## src/rtl/core/pfb_pkg.sv

```systemverilog
package pfb_pkg;

  localparam int MAX_PACKET_LEN   = 64;
  localparam int PACKET_SLOTS     = 16;
  localparam int BYTE_STORE_DEPTH = 1024;

  localparam int SLOT_W = $clog2(PACKET_SLOTS);
  localparam int ADDR_W = $clog2(BYTE_STORE_DEPTH);
  localparam int HELD_W = $clog2(PACKET_SLOTS + 1);
  localparam int USED_W = $clog2(BYTE_STORE_DEPTH + 1);
  localparam int LEN_W  = 7;

  localparam logic [2:0] ST_PUSHED     = 3'd0;
  localparam logic [2:0] ST_TOO_LONG   = 3'd1;
  localparam logic [2:0] ST_SLOTS_FULL = 3'd2;
  localparam logic [2:0] ST_NO_SPACE   = 3'd3;
  localparam logic [2:0] ST_EMPTY      = 3'd4;
  localparam logic [2:0] ST_POPPED     = 3'd5;

  localparam logic [1:0] CFG_MAX_PACKET_BYTES = 2'd0;
  localparam logic [1:0] CFG_MAX_PACKETS      = 2'd1;
  localparam logic [1:0] CFG_BYTE_CAPACITY    = 2'd2;

  typedef struct packed {
    logic [2:0]       status;
    logic [7:0]       data;
    logic             byte_valid;
    logic [31:0]      pkt_id;
    logic [LEN_W-1:0] length;
    logic             last;
  } res_t;

  typedef struct packed {
    logic [31:0]       pkt_id;
    logic [LEN_W-1:0]  length;
    logic [ADDR_W-1:0] offset;
  } desc_t;

endpackage

```

## src/rtl/core/pfb_out_buf.sv

```systemverilog
module pfb_out_buf
  import pfb_pkg::*;
(
  input  logic       clk,
  input  logic       rst_n,
  input  logic       issue_valid,
  input  res_t       issue_item,
  input  logic [7:0] rd_byte,
  output logic       room,
  output logic       out_valid,
  input  logic       out_ready,
  output res_t       out_item
);

  logic pend_v_r, pend_v_nxt;
  res_t pend_r;
  logic out_v_r, out_v_nxt;
  res_t out_r, out_nxt;
  logic sk_v_r, sk_v_nxt;
  res_t sk_r, sk_nxt;
  res_t pend_res;
  logic take;
  logic [2:0] occ;

  // byte read issued last cycle lands now
  always_comb begin
    pend_res = pend_r;
    if (!pend_r.byte_valid) begin
      pend_res.data = 8'd0;
    end else begin
      pend_res.data = rd_byte;
    end
  end

  assign take      = out_v_r && out_ready;
  assign occ       = {2'b00, out_v_r} + {2'b00, sk_v_r} + {2'b00, pend_v_r};
  assign room      = occ < (3'd2 + {2'b00, take});
  assign out_valid = out_v_r;
  assign out_item  = out_r;
  assign pend_v_nxt = issue_valid;

  always_comb begin
    out_v_nxt = out_v_r;
    out_nxt   = out_r;
    sk_v_nxt  = sk_v_r;
    sk_nxt    = sk_r;
    if (!out_v_r || take) begin
      if (sk_v_r) begin
        out_v_nxt = 1'b1;
        out_nxt   = sk_r;
        sk_v_nxt  = pend_v_r;
        sk_nxt    = pend_res;
      end else begin
        out_v_nxt = pend_v_r;
        out_nxt   = pend_res;
      end
    end else if (pend_v_r) begin
      sk_v_nxt = 1'b1;
      sk_nxt   = pend_res;
    end
  end

  always_ff @(posedge clk) begin
    if (!rst_n) begin
      pend_v_r <= 1'b0;
      out_v_r  <= 1'b0;
      sk_v_r   <= 1'b0;
    end else begin
      pend_v_r <= pend_v_nxt;
      out_v_r  <= out_v_nxt;
      sk_v_r   <= sk_v_nxt;
    end
  end

  always_ff @(posedge clk) begin
    pend_r <= issue_item;
    out_r  <= out_nxt;
    sk_r   <= sk_nxt;
  end

endmodule

```

## config.mk

```make
export PLATFORM = sky130hd
export DESIGN_NAME = pfb_out_buf
export DESIGN_NICKNAME = d
export VERILOG_FILES = /design/src/rtl/core/pfb_pkg.sv /design/src/rtl/core/pfb_out_buf.sv
export SDC_FILE = /design/constraint.sdc
export NUM_CORES = 1
export LEC_CHECK = 0
export ABC_AREA = 0
export BUFFER_PORTS_ARGS = -buffer_cell sky130_fd_sc_hd__clkbuf_2
export CORE_ASPECT_RATIO = 1.1
export CORE_MARGIN = 3
export CORE_UTILIZATION = 50
export DETAILED_ROUTE_END_ITERATION = 8
export PLACE_DENSITY = 0.76
export SLEW_MARGIN = 20
export SYNTH_ARGS = -nofsm -noshare
export SYNTH_HDL_FRONTEND = slang
export SYNTH_SLANG_ARGS = --single-unit
```

## constraint.sdc

```tcl
create_clock -name clk -period 5.8 [get_ports clk]
set_input_delay 0.29 -clock clk [delete_from_list [all_inputs] [get_ports clk]]
set_output_delay 0.29 -clock clk [all_outputs]
set_load 0.02 [all_outputs]
```

==> results of run 1 <==
==> worst max-delay path, stage by stage (launching register included) <==
cell	delay (ns)
dfxtp_1	0.37
nor2b_1	0.49
nand2_1	0.21
o21ai_4	0.32
buf_4	0.50
==> logic make-up (layout without fill, tap and decap cells) <==
| family | count (synthesis) | in the layout | synth area share [%] |
|---|---|---|---|
| adders and majority gates | 1 | 1 | 0.403 |
| DFF | 151 | 151 | 81.7 |
| and+or+nand+nor | 11 | 11 | 1.33 |
| buffers and inverters | 9 | 192 | 1.36 |
| AOI/OAI and AO/OA | 5 | 5 | 0.704 |
| muxes | 52 | 52 | 14.5 |
==> per-stage QoR <==
step	cells	hold WS (ns)
2_1_floorplan	229	0.318
3_3_place_gp	452	0.393
3_5_place_dp	452	0.394
4_1_cts	529	0.00840
5_1_grt	529	0.0000732
6_report	529	0.0361
==> area by class of cell <==
type,instances,area share [%]
Clock buffer,19,6.34
Clock inverter,13,1.99
Inverter,4,0.301
Multi-Input combinational cell,69,12.8
Sequential cell,151,61.1
Tap cell,117,2.20
Timing Repair Buffer,156,15.2
==> sequential cells by signal, summed over array words and instances (netlist names) <==
name	count
pend_r	44
out_valid	1
sk_r	52
pend_v_r	1
sk_v_r	1
out_item	52
==> cell usage in the layout, fill, tap and decap left out <==
cell / count
and2_1: 9
dfxtp_2: 1
nand2_1: 1
clkinvlp_4: 5
o31a_1: 1
a31o_2: 1
mux2_4: 36
inv_4: 2
clkbuf_16: 16
inv_6: 1
fa_1: 1
dfxtp_1: 46
buf_4: 2
clkinv_2: 2
clkbuf_8: 1
clkinv_4: 1
inv_1: 2
nor2b_1: 1
bufinv_16: 2
dlygate4sd3_1: 45
edfxtp_1: 104
a21boi_1: 1
o21ai_1: 1
clkinv_1: 2
mux2_2: 16
o21ai_4: 1
clkbuf_1: 2
clkbuf_2: 109
==> worst max-delay path by stage <==
| stage | cells after the start | end | startpoint | slack, ns |
|---|---|---|---|---|
| 4_1_cts | 4 | sk_r[12] | out_valid | 3.51 |
| 5_1_grt | 4 | sk_r[42] | out_valid | 3.35 |
| 6_report | 4 | sk_r[9] | out_valid | 3.54 |
| 3_3_place_gp | 5 | sk_r[42] | out_ready | 3.66 |
| 3_5_place_dp | 4 | sk_r[46] | out_valid | 3.52 |
| 2_1_floorplan | 2 | sk_r[0] | out_valid | 1.01 |
==> power breakdown <==
part | switching (uW) | internal [uW] | leakage (uW)
Combinational | 71.8 | 75.2 | 0.00103
Clock | 416 | 609 | 0.000255
Sequential | 18.9 | 1200 | 0.00142
Total | 506 | 1890 | 0.00270
==> metal layers <==
layer / vias to the layer above / GRT usage [%] / part of all wire [%]
met5: - / 0 / 0
met4: 0 / 7.00 / 1.8
li1: 1201 / - / -
met2: 75 / 26.9 / 52
met1: 1213 / 19.0 / 41
met3: 14 / 5.31 / 5.1
==> reports/qor.csv, run 1 <==
metric,value,unit
Clock Latency Late Sink,0.51,ns
WL per Instance,15.9,um
Synth Register Bits,151,
pre-CTS setup slack,3.52,ns
gp weighted congestion,0.744,
Slew @ Worst Pin,0.769,ns
Max-Slew Margin vs Limit,48.7,%
min cycle time layout,2.26,ns
"Setup violations, final",0,
top post-synthesis cells by count,"edfxtp_1, dfxtp_1, mux2_4, mux2_2, and2_1",
Clock Skews,0.00812,ns
vias in the first global route,2779,
Max Cap Viol,0,
DP HPWL,4900,um
final core occ,69.7,%
power density over cell area,360,nW/um2
worst r2r src,out_valid,
Worst R2R End,sk_r[9],
vias per cell,4.73,
initial antenna violation count,0,
Synth Flop Type,edfxtp_1,
Crit Path Max Fanout,30,
CTS resizes,0,
Sum Neg Setup Slack,0,ns
gr usage total,16.2,%
first-pass iteration count of the detailed router,4,
grt ovf,0,
CTS Buf Count,17,
top-count cell post-synth,edfxtp_1,
Hold Path Sink,out_valid,
Post-DP Area,5650,um2
syn_nets,294,
Synth Area per Inst,21.7,um2
share of layout cells above drive strength 1,47.6,%
Worst R2R Path Depth,4,
fin. max-slew vios,0,
htree depth,4,
CTS Hold Bufs,45,
"Req. time, crit path",5.96,ns
CP endpoint kind,flip-flop,
Reg2Reg Setup Slack,3.54,ns
Async SR Flop Fraction,0,%
largest cells by area after synthesis,"edfxtp_1, dfxtp_1, mux2_4, mux2_2, and2_1",
initial cell density of the core,52.2,%
Fillers,628,
Yosys top cell by area,edfxtp_1,
Tightest Hold Check Type,in -> reg,
vias,2503,
Achievable Freq,0.443,GHz
final worst slack,3.54,ns
critical path type,reg -> reg,
Port Buffers,109,
worst hold path depth,2,
worst-case clock buffer depth,2,
post-synth top area share,62.8,%
Die Y,111,um
DRC viols,0,
Syn-to-layout area delta,33.7,%
Power Total,2390,uW
Post-Syn Area,4970,um2
area occupied by multi-input gates,853,um2
P_leak,0.00270,uW
Cell Rows,37,
Core Area,9540,um2
CTS clock-pin slew for the worst setup and hold paths,0.06,ns
largest net degree at the start of global routing,53,
fin area,6650,um2
Syn. warnings,0,
Root Driver,clkbuf_8,
antenna-violating nets left,0,
worst vdd ir,0.217,mV
Hold Path Origin,rst_n,
DRT iter0 DRCs,81,
antenna cells,0,
Die X,101,um
Storage cell area,4070,um2
final hold violations,0,
Post-CTS Setup Bufs,0,
final WL,8440,um
RSZ-0062 raised after global routing,false,
TritonCTS clock tree,built,
I/O pin count,118,
Cell variety after synth,17,
Syn Inst Count,229,
number of flops mapped to enable cells by yosys,104,
NumNets Final,464,
global-route wire length before repair,13800,um
crit path DAT,2.42,ns
CTS Sinks,151,
outcome,"finished, final reports clean",
Die Footprint,11200,um2
CP startpoint kind,flip-flop,
final period utilization,39.0,%
register area share after synthesis,81.7,%
Power figures use the tool's default switching activity.
==> run 2: changes to the inputs <==
--- a/config.mk
+++ b/config.mk
@@ -5,13 +5,13 @@
 export SDC_FILE = /design/constraint.sdc
 export NUM_CORES = 1
 export LEC_CHECK = 0
-export ABC_AREA = 0
+export ABC_AREA = 1
 export BUFFER_PORTS_ARGS = -buffer_cell sky130_fd_sc_hd__clkbuf_2
 export CORE_ASPECT_RATIO = 1.1
 export CORE_MARGIN = 3
-export CORE_UTILIZATION = 50
+export CORE_UTILIZATION = 47
 export DETAILED_ROUTE_END_ITERATION = 8
-export PLACE_DENSITY = 0.76
+export PLACE_DENSITY = 0.75
 export SLEW_MARGIN = 20
 export SYNTH_ARGS = -nofsm -noshare
 export SYNTH_HDL_FRONTEND = slang
==> constraint.sdc (replaced) <==
create_clock -name clk -period 1.85 [get_ports clk]
set_input_delay 0.0925 -clock clk [delete_from_list [all_inputs] [get_ports clk]]
set_output_delay 0.0925 -clock clk [all_outputs]
set_load 0.02 [all_outputs]
==> run 2 against run 1 <==
Clock skew down 0.00086 ns. Die area grew 5.0%. Register-to-register slack got worse by 3.3 ns. Non-clock buffer count increased by 16. Utilization is 1.6 points lower.
==> reports/qor.csv, run 2 <==
metric,value,unit
grt ovf,0,
pre-CTS setup slack,0.223,ns
final period utilization,98.2,%
final WL,9510,um
final worst slack,0.0337,ns
met2 usage,30.7,%
WL per Instance,14.0,um
Reg2Reg Setup Slack,0.26,ns
Port Buffers,109,
Async SR Flop Fraction,0,%
gr usage total,17.2,%
most frequent cells in the layout,"nand2_1, clkbuf_2, edfxtp_1",
Syn-to-layout area delta,38.7,%
final hold violations,0,
global-route wire length before repair,15300,um
I/O pin count,118,
Sum Neg Setup Slack,0,ns
fin cells,680,
gp weighted congestion,0.667,
critical path type,reg -> out,
met1 GRT Util,18.8,%
crit path DAT,1.72,ns
first-pass iteration count of the detailed router,4,
htree depth,4,
Post-Syn Area,4920,um2
share of layout cells above drive strength 1,30.6,%
Clock Latency Late Sink,0.51,ns
top-count cell post-synth,nand2_1,
Storage cell area,4070,um2
Synth Flop Type,edfxtp_1,
Cell variety after synth,16,
CP startpoint kind,flip-flop,
RSZ-0062 raised after global routing,true,
worst hold path depth,6,
dpl cells,587,
fin. max-slew vios,0,
Max-Slew Margin vs Limit,60.3,%
antenna cells,0,
vias,3049,
"Req. time, crit path",1.76,ns
Die Footprint,11700,um2
Syn. warnings,0,
worst-case clock buffer depth,2,
area occupied by multi-input gates,716,um2
Root Driver,clkbuf_8,
top post-synthesis cells by count,"nand2_1, edfxtp_1, dfxtp_1, inv_1, nand2_2",
initial cell density of the core,49.1,%
register area share after synthesis,82.5,%
TritonCTS clock tree,built,
CTS Sinks,151,
Slew @ Worst Pin,0.596,ns
power density over cell area,1140,nW/um2
CTS clock-pin slew for the worst setup and hold paths,0.06,ns
Syn Inst Count,346,
Max Cap Viol,0,
Die Y,113,um
Synth Area per Inst,14.2,um2
Synth Register Bits,151,
Yosys top cell by area,edfxtp_1,
"commonest non-fill, non-tap cell in the layout",nand2_1,
outcome,"finished, final reports clean",
initial antenna violation count,0,
Crit Path Max Fanout,2,
antenna-violating nets left,0,
syn_nets,411,
largest net degree at the start of global routing,62,
vias per cell,4.48,
CTS Buf Count,17,
Tightest Hold Check Type,in -> reg,
NumNets Final,592,
Cell Rows,38,
Top Usage Layer GRT,met2,
Achievable Freq,0.551,GHz
worst vdd ir,0.672,mV
DRT iter0 DRCs,147,
Clock Skews,0.00725,ns
vias in the first global route,3138,
largest cells by area after synthesis,"edfxtp_1, dfxtp_1, nand2_1, nand2_2, buf_6",
grt met3 use,5.02,%
post-synth top area share,63.4,%
Die X,104,um
DRC viols,0,
Core Area,10000,um2
"Setup violations, final",0,
DP HPWL,5190,um
P_leak,0.00298,uW
Worst R2R Path Depth,3,
CP endpoint kind,output port,
min cycle time layout,1.82,ns
number of flops mapped to enable cells by yosys,104,
Fillers,688,
## run 2: cell count changes in the layout (fill, tap and decap cells not counted), moves of 4 or more
cell	change
dlygate4sd3_1	+10
mux2_2	-16
inv_1	+11
nand2_1	+141
buf_4	+5
mux2_4	-36
o21ai_0	+8
nand2_2	+10
and2_1	-9
clkbuf_8	+4
## run 2: final timing paths
| path | startpoint | endpoint |
|---|---|---|
| min reg2reg | pend_r[13] | sk_r[13] |
| max | sk_v_r | room |
| max reg2reg | sk_v_r | out_item[41] |
| min | out_ready | sk_v_r |
## run 2: layout make-up
cell class	count	area share [%]
flip-flops and latches	151	59.6
clock buffers	24	7.03
repair buffers	172	17.3
inverters	15	1.01
multi-input cells	168	10.5
clock inverters	8	1.78
repair inverters	2	0.256
well taps	140	2.56
## run 2: what timing repair did
action                                  4_1_cts  5_1_grt
endpoints found under the hold margin        63        0
pin swaps                                     1        1
gates cloned                                  2        0
hold buffers                                 55        0
setup buffers                                 4        0
gates resized for setup                       9        1
endpoints found under the setup margin        1        1
## run 2: power breakdown
group	total [uW]	switching, uW	leakage (uW)	internal [uW]
registers	3870	67.4	0.00142	3800
logic	495	278	0.00127	218
clock network	3410	1220	0.000285	2190
total	7780	1570	0.00298	6210
## run 2: stage by stage
stage	hold WS, ns	total power (uW)	area (um2)	utilization [%]
floorplan	0.120	4150	4950	-
global placement	0.195	4320	5610	55.9
detailed placement	0.196	4330	5610	55.9
CTS	0.00349	7840	6830	68.1
global route	0.0358	8060	6830	68.1
finish	0.0334	7780	6830	68.1
## run 2: kinds of logic (layout without fill, tap and decap cells)
family | after synthesis | in the layout | share of synthesized area [%]
flops | 151 | 151 | 82.5
simple gates | 157 | 157 | 12.5
fa+ha+maj | 1 | 1 | 0.407
compound gates | 10 | 10 | 1.14
buf+inv | 27 | 221 | 3.41
## run 2: worst max-delay path: stages (launching register included)
cell and delay [ns]:
dfxtp_4 0.39, inv_12 0.03, fa_1 0.43, a31o_2 0.23, buf_8 0.13
## run 2: layer usage
layer  share of wire [%]  up-vias  wire length, um
met2                  52      111             4980
met1                  40     1409             3810
met3                 5.3       19              506
met5                   0        -                0
li1                    -     1510                -
met4                 2.2        0              208
==> run 3: changes to the inputs <==
--- a/config.mk
+++ b/config.mk
@@ -12,7 +12,9 @@
 export CORE_UTILIZATION = 47
 export DETAILED_ROUTE_END_ITERATION = 8
 export PLACE_DENSITY = 0.75
+export RECOVER_POWER = 100
 export SLEW_MARGIN = 20
 export SYNTH_ARGS = -nofsm -noshare
 export SYNTH_HDL_FRONTEND = slang
 export SYNTH_SLANG_ARGS = --single-unit
+export TNS_END_PERCENT = 100
==> run 3 against run 2 <==
Clock skew hardly changed. Largest power group unchanged. Critical path depth stayed put. Die area stayed put. First-iteration DRC count is 9.5% lower. Via count is 1.1% lower. Sequential power hardly changed. Total power is 0.35% lower.
==> reports/qor.csv, run 3 (synthesis results as in run 2) <==
metric,value,unit
largest net degree at the start of global routing,62,
Sum Neg Setup Slack,0,ns
CTS Buf Count,17,
DP HPWL,5190,um
global-route wire length before repair,15300,um
initial antenna violation count,0,
Tightest Hold Check Type,in -> reg,
share of layout cells above drive strength 1,20.2,%
gp weighted congestion,0.667,
antenna-violating nets left,0,
CP endpoint kind,output port,
worst vdd ir,0.670,mV
Die Footprint,11700,um2
Max-Slew Margin vs Limit,57.4,%
min cycle time layout,1.82,ns
Achievable Freq,0.551,GHz
CP startpoint kind,flip-flop,
vias,3016,
WL per Instance,14.1,um
RSZ-0062 raised after global routing,true,
final period utilization,98.2,%
fin cells,680,
Die Y,113,um
DRT iter0 DRCs,133,
final WL,9570,um
critical path type,reg -> out,
final hold violations,0,
vias per cell,4.44,
Port Buffers,109,
Crit Path Max Fanout,2,
Syn-to-layout area delta,37.0,%
final core occ,67.2,%
"commonest non-fill, non-tap cell in the layout",nand2_1,
CP Cell Sequence,inv_12 > fa_1 > a31o_2 > buf_8,
P_leak,0.00280,uW
crit-path max cell delay,0.43,ns
fin. max-slew vios,0,
Max Cap Viol,0,
htree depth,4,
Root Driver,clkbuf_8,
power density over cell area,1150,nW/um2
antenna cells,0,
Slew @ Worst Pin,0.639,ns
vias in the first global route,3138,
I/O pin count,118,
crit path DAT,1.72,ns
most frequent cells in the layout,"nand2_1, edfxtp_1, clkbuf_1",
grt ovf,0,
Die X,104,um
initial cell density of the core,49.1,%
outcome,"finished, final reports clean",
"Setup violations, final",0,
Core Area,10000,um2
DRC viols,0,
Hold Slack,0.0292,ns
CP max-delay cell,fa_1,
first-pass iteration count of the detailed router,4,
Cell Rows,38,
Power Total,7750,uW
worst-case clock buffer depth,2,
Clock Latency Late Sink,0.51,ns
gr usage total,17.2,%
Reg2Reg Setup Slack,0.10,ns
TritonCTS clock tree,built,
CTS Sinks,151,
"Req. time, crit path",1.76,ns
dpl cells,587,
NumNets Final,592,
Clock Skews,0.00702,ns
CTS clock-pin slew for the worst setup and hold paths,0.06,ns
run 3: changes by cell type in the layout (fill, tap and decap cells not counted):
cell,delta
clkbuf_4,+2
buf_4,-3
clkbuf_1,+56
buf_12,-1
clkbuf_2,-55
buf_6,+1
o21a_4,-1
o21a_2,+1
run 3: cell type report:
class / count / area, um2
inverters: 15 / 68.8
flip-flops and latches: 151 / 4070
clock inverters: 8 / 121
well taps: 140 / 175
repair inverters: 2 / 17.5
repair buffers: 172 / 1100
clock buffers: 24 / 480
multi-input cells: 168 / 709
fillers: 728 / 3290
run 3: worst max-delay path: cells and delay by family, from the launching register on:
kind | cells | cell delay [ns]
compound gates | 1 | 0.23
fa+ha+maj | 1 | 0.43
flops | 1 | 0.39
buf+inv | 2 | 0.16
run 3: path summary, 6_finish.rpt:
check / startpoint / endpoint / cells after the start
min: out_ready / sk_v_r / 6
max reg2reg: out_valid / sk_r[28] / 5
min reg2reg: pend_r[13] / sk_r[13] / 0
max: sk_v_r / room / 4
run 3: what timing repair did:
action | in CTS | in global routing
endpoints found under the hold margin | 63 | 0
resized for setup | 9 | 1
pin swaps | 1 | 1
gates cloned | 2 | 0
hold buffers | 55 | 0
setup endpoints to repair | 1 | 1
setup buffers | 4 | 0
run 3: metal layers:
layer | wire (um) | up-vias | GRT usage (%)
li1 | - | 1509 | -
met1 | 3850 | 1383 | 18.8
met2 | 5060 | 107 | 30.7
met3 | 461 | 17 | 5.02
met4 | 204 | 0 | 8.51
met5 | 0 | - | 0
run 3: through the flow:
step | area, um2 | setup slack [ns]
2_1_floorplan | 4950 | 0.00603
3_3_place_gp | 5610 | 0.243
3_5_place_dp | 5610 | 0.223
4_1_cts | 6830 | -0.0429
5_1_grt | 6740 | -0.0254
6_report | 6740 | 0.0337
run 3: report_power, final:
part | internal (uW) | switching, uW | total [uW]
combinational | 191 | 277 | 468
sequential | 3800 | 67.2 | 3870
clock | 2190 | 1220 | 3410
total | 6190 | 1570 | 7750
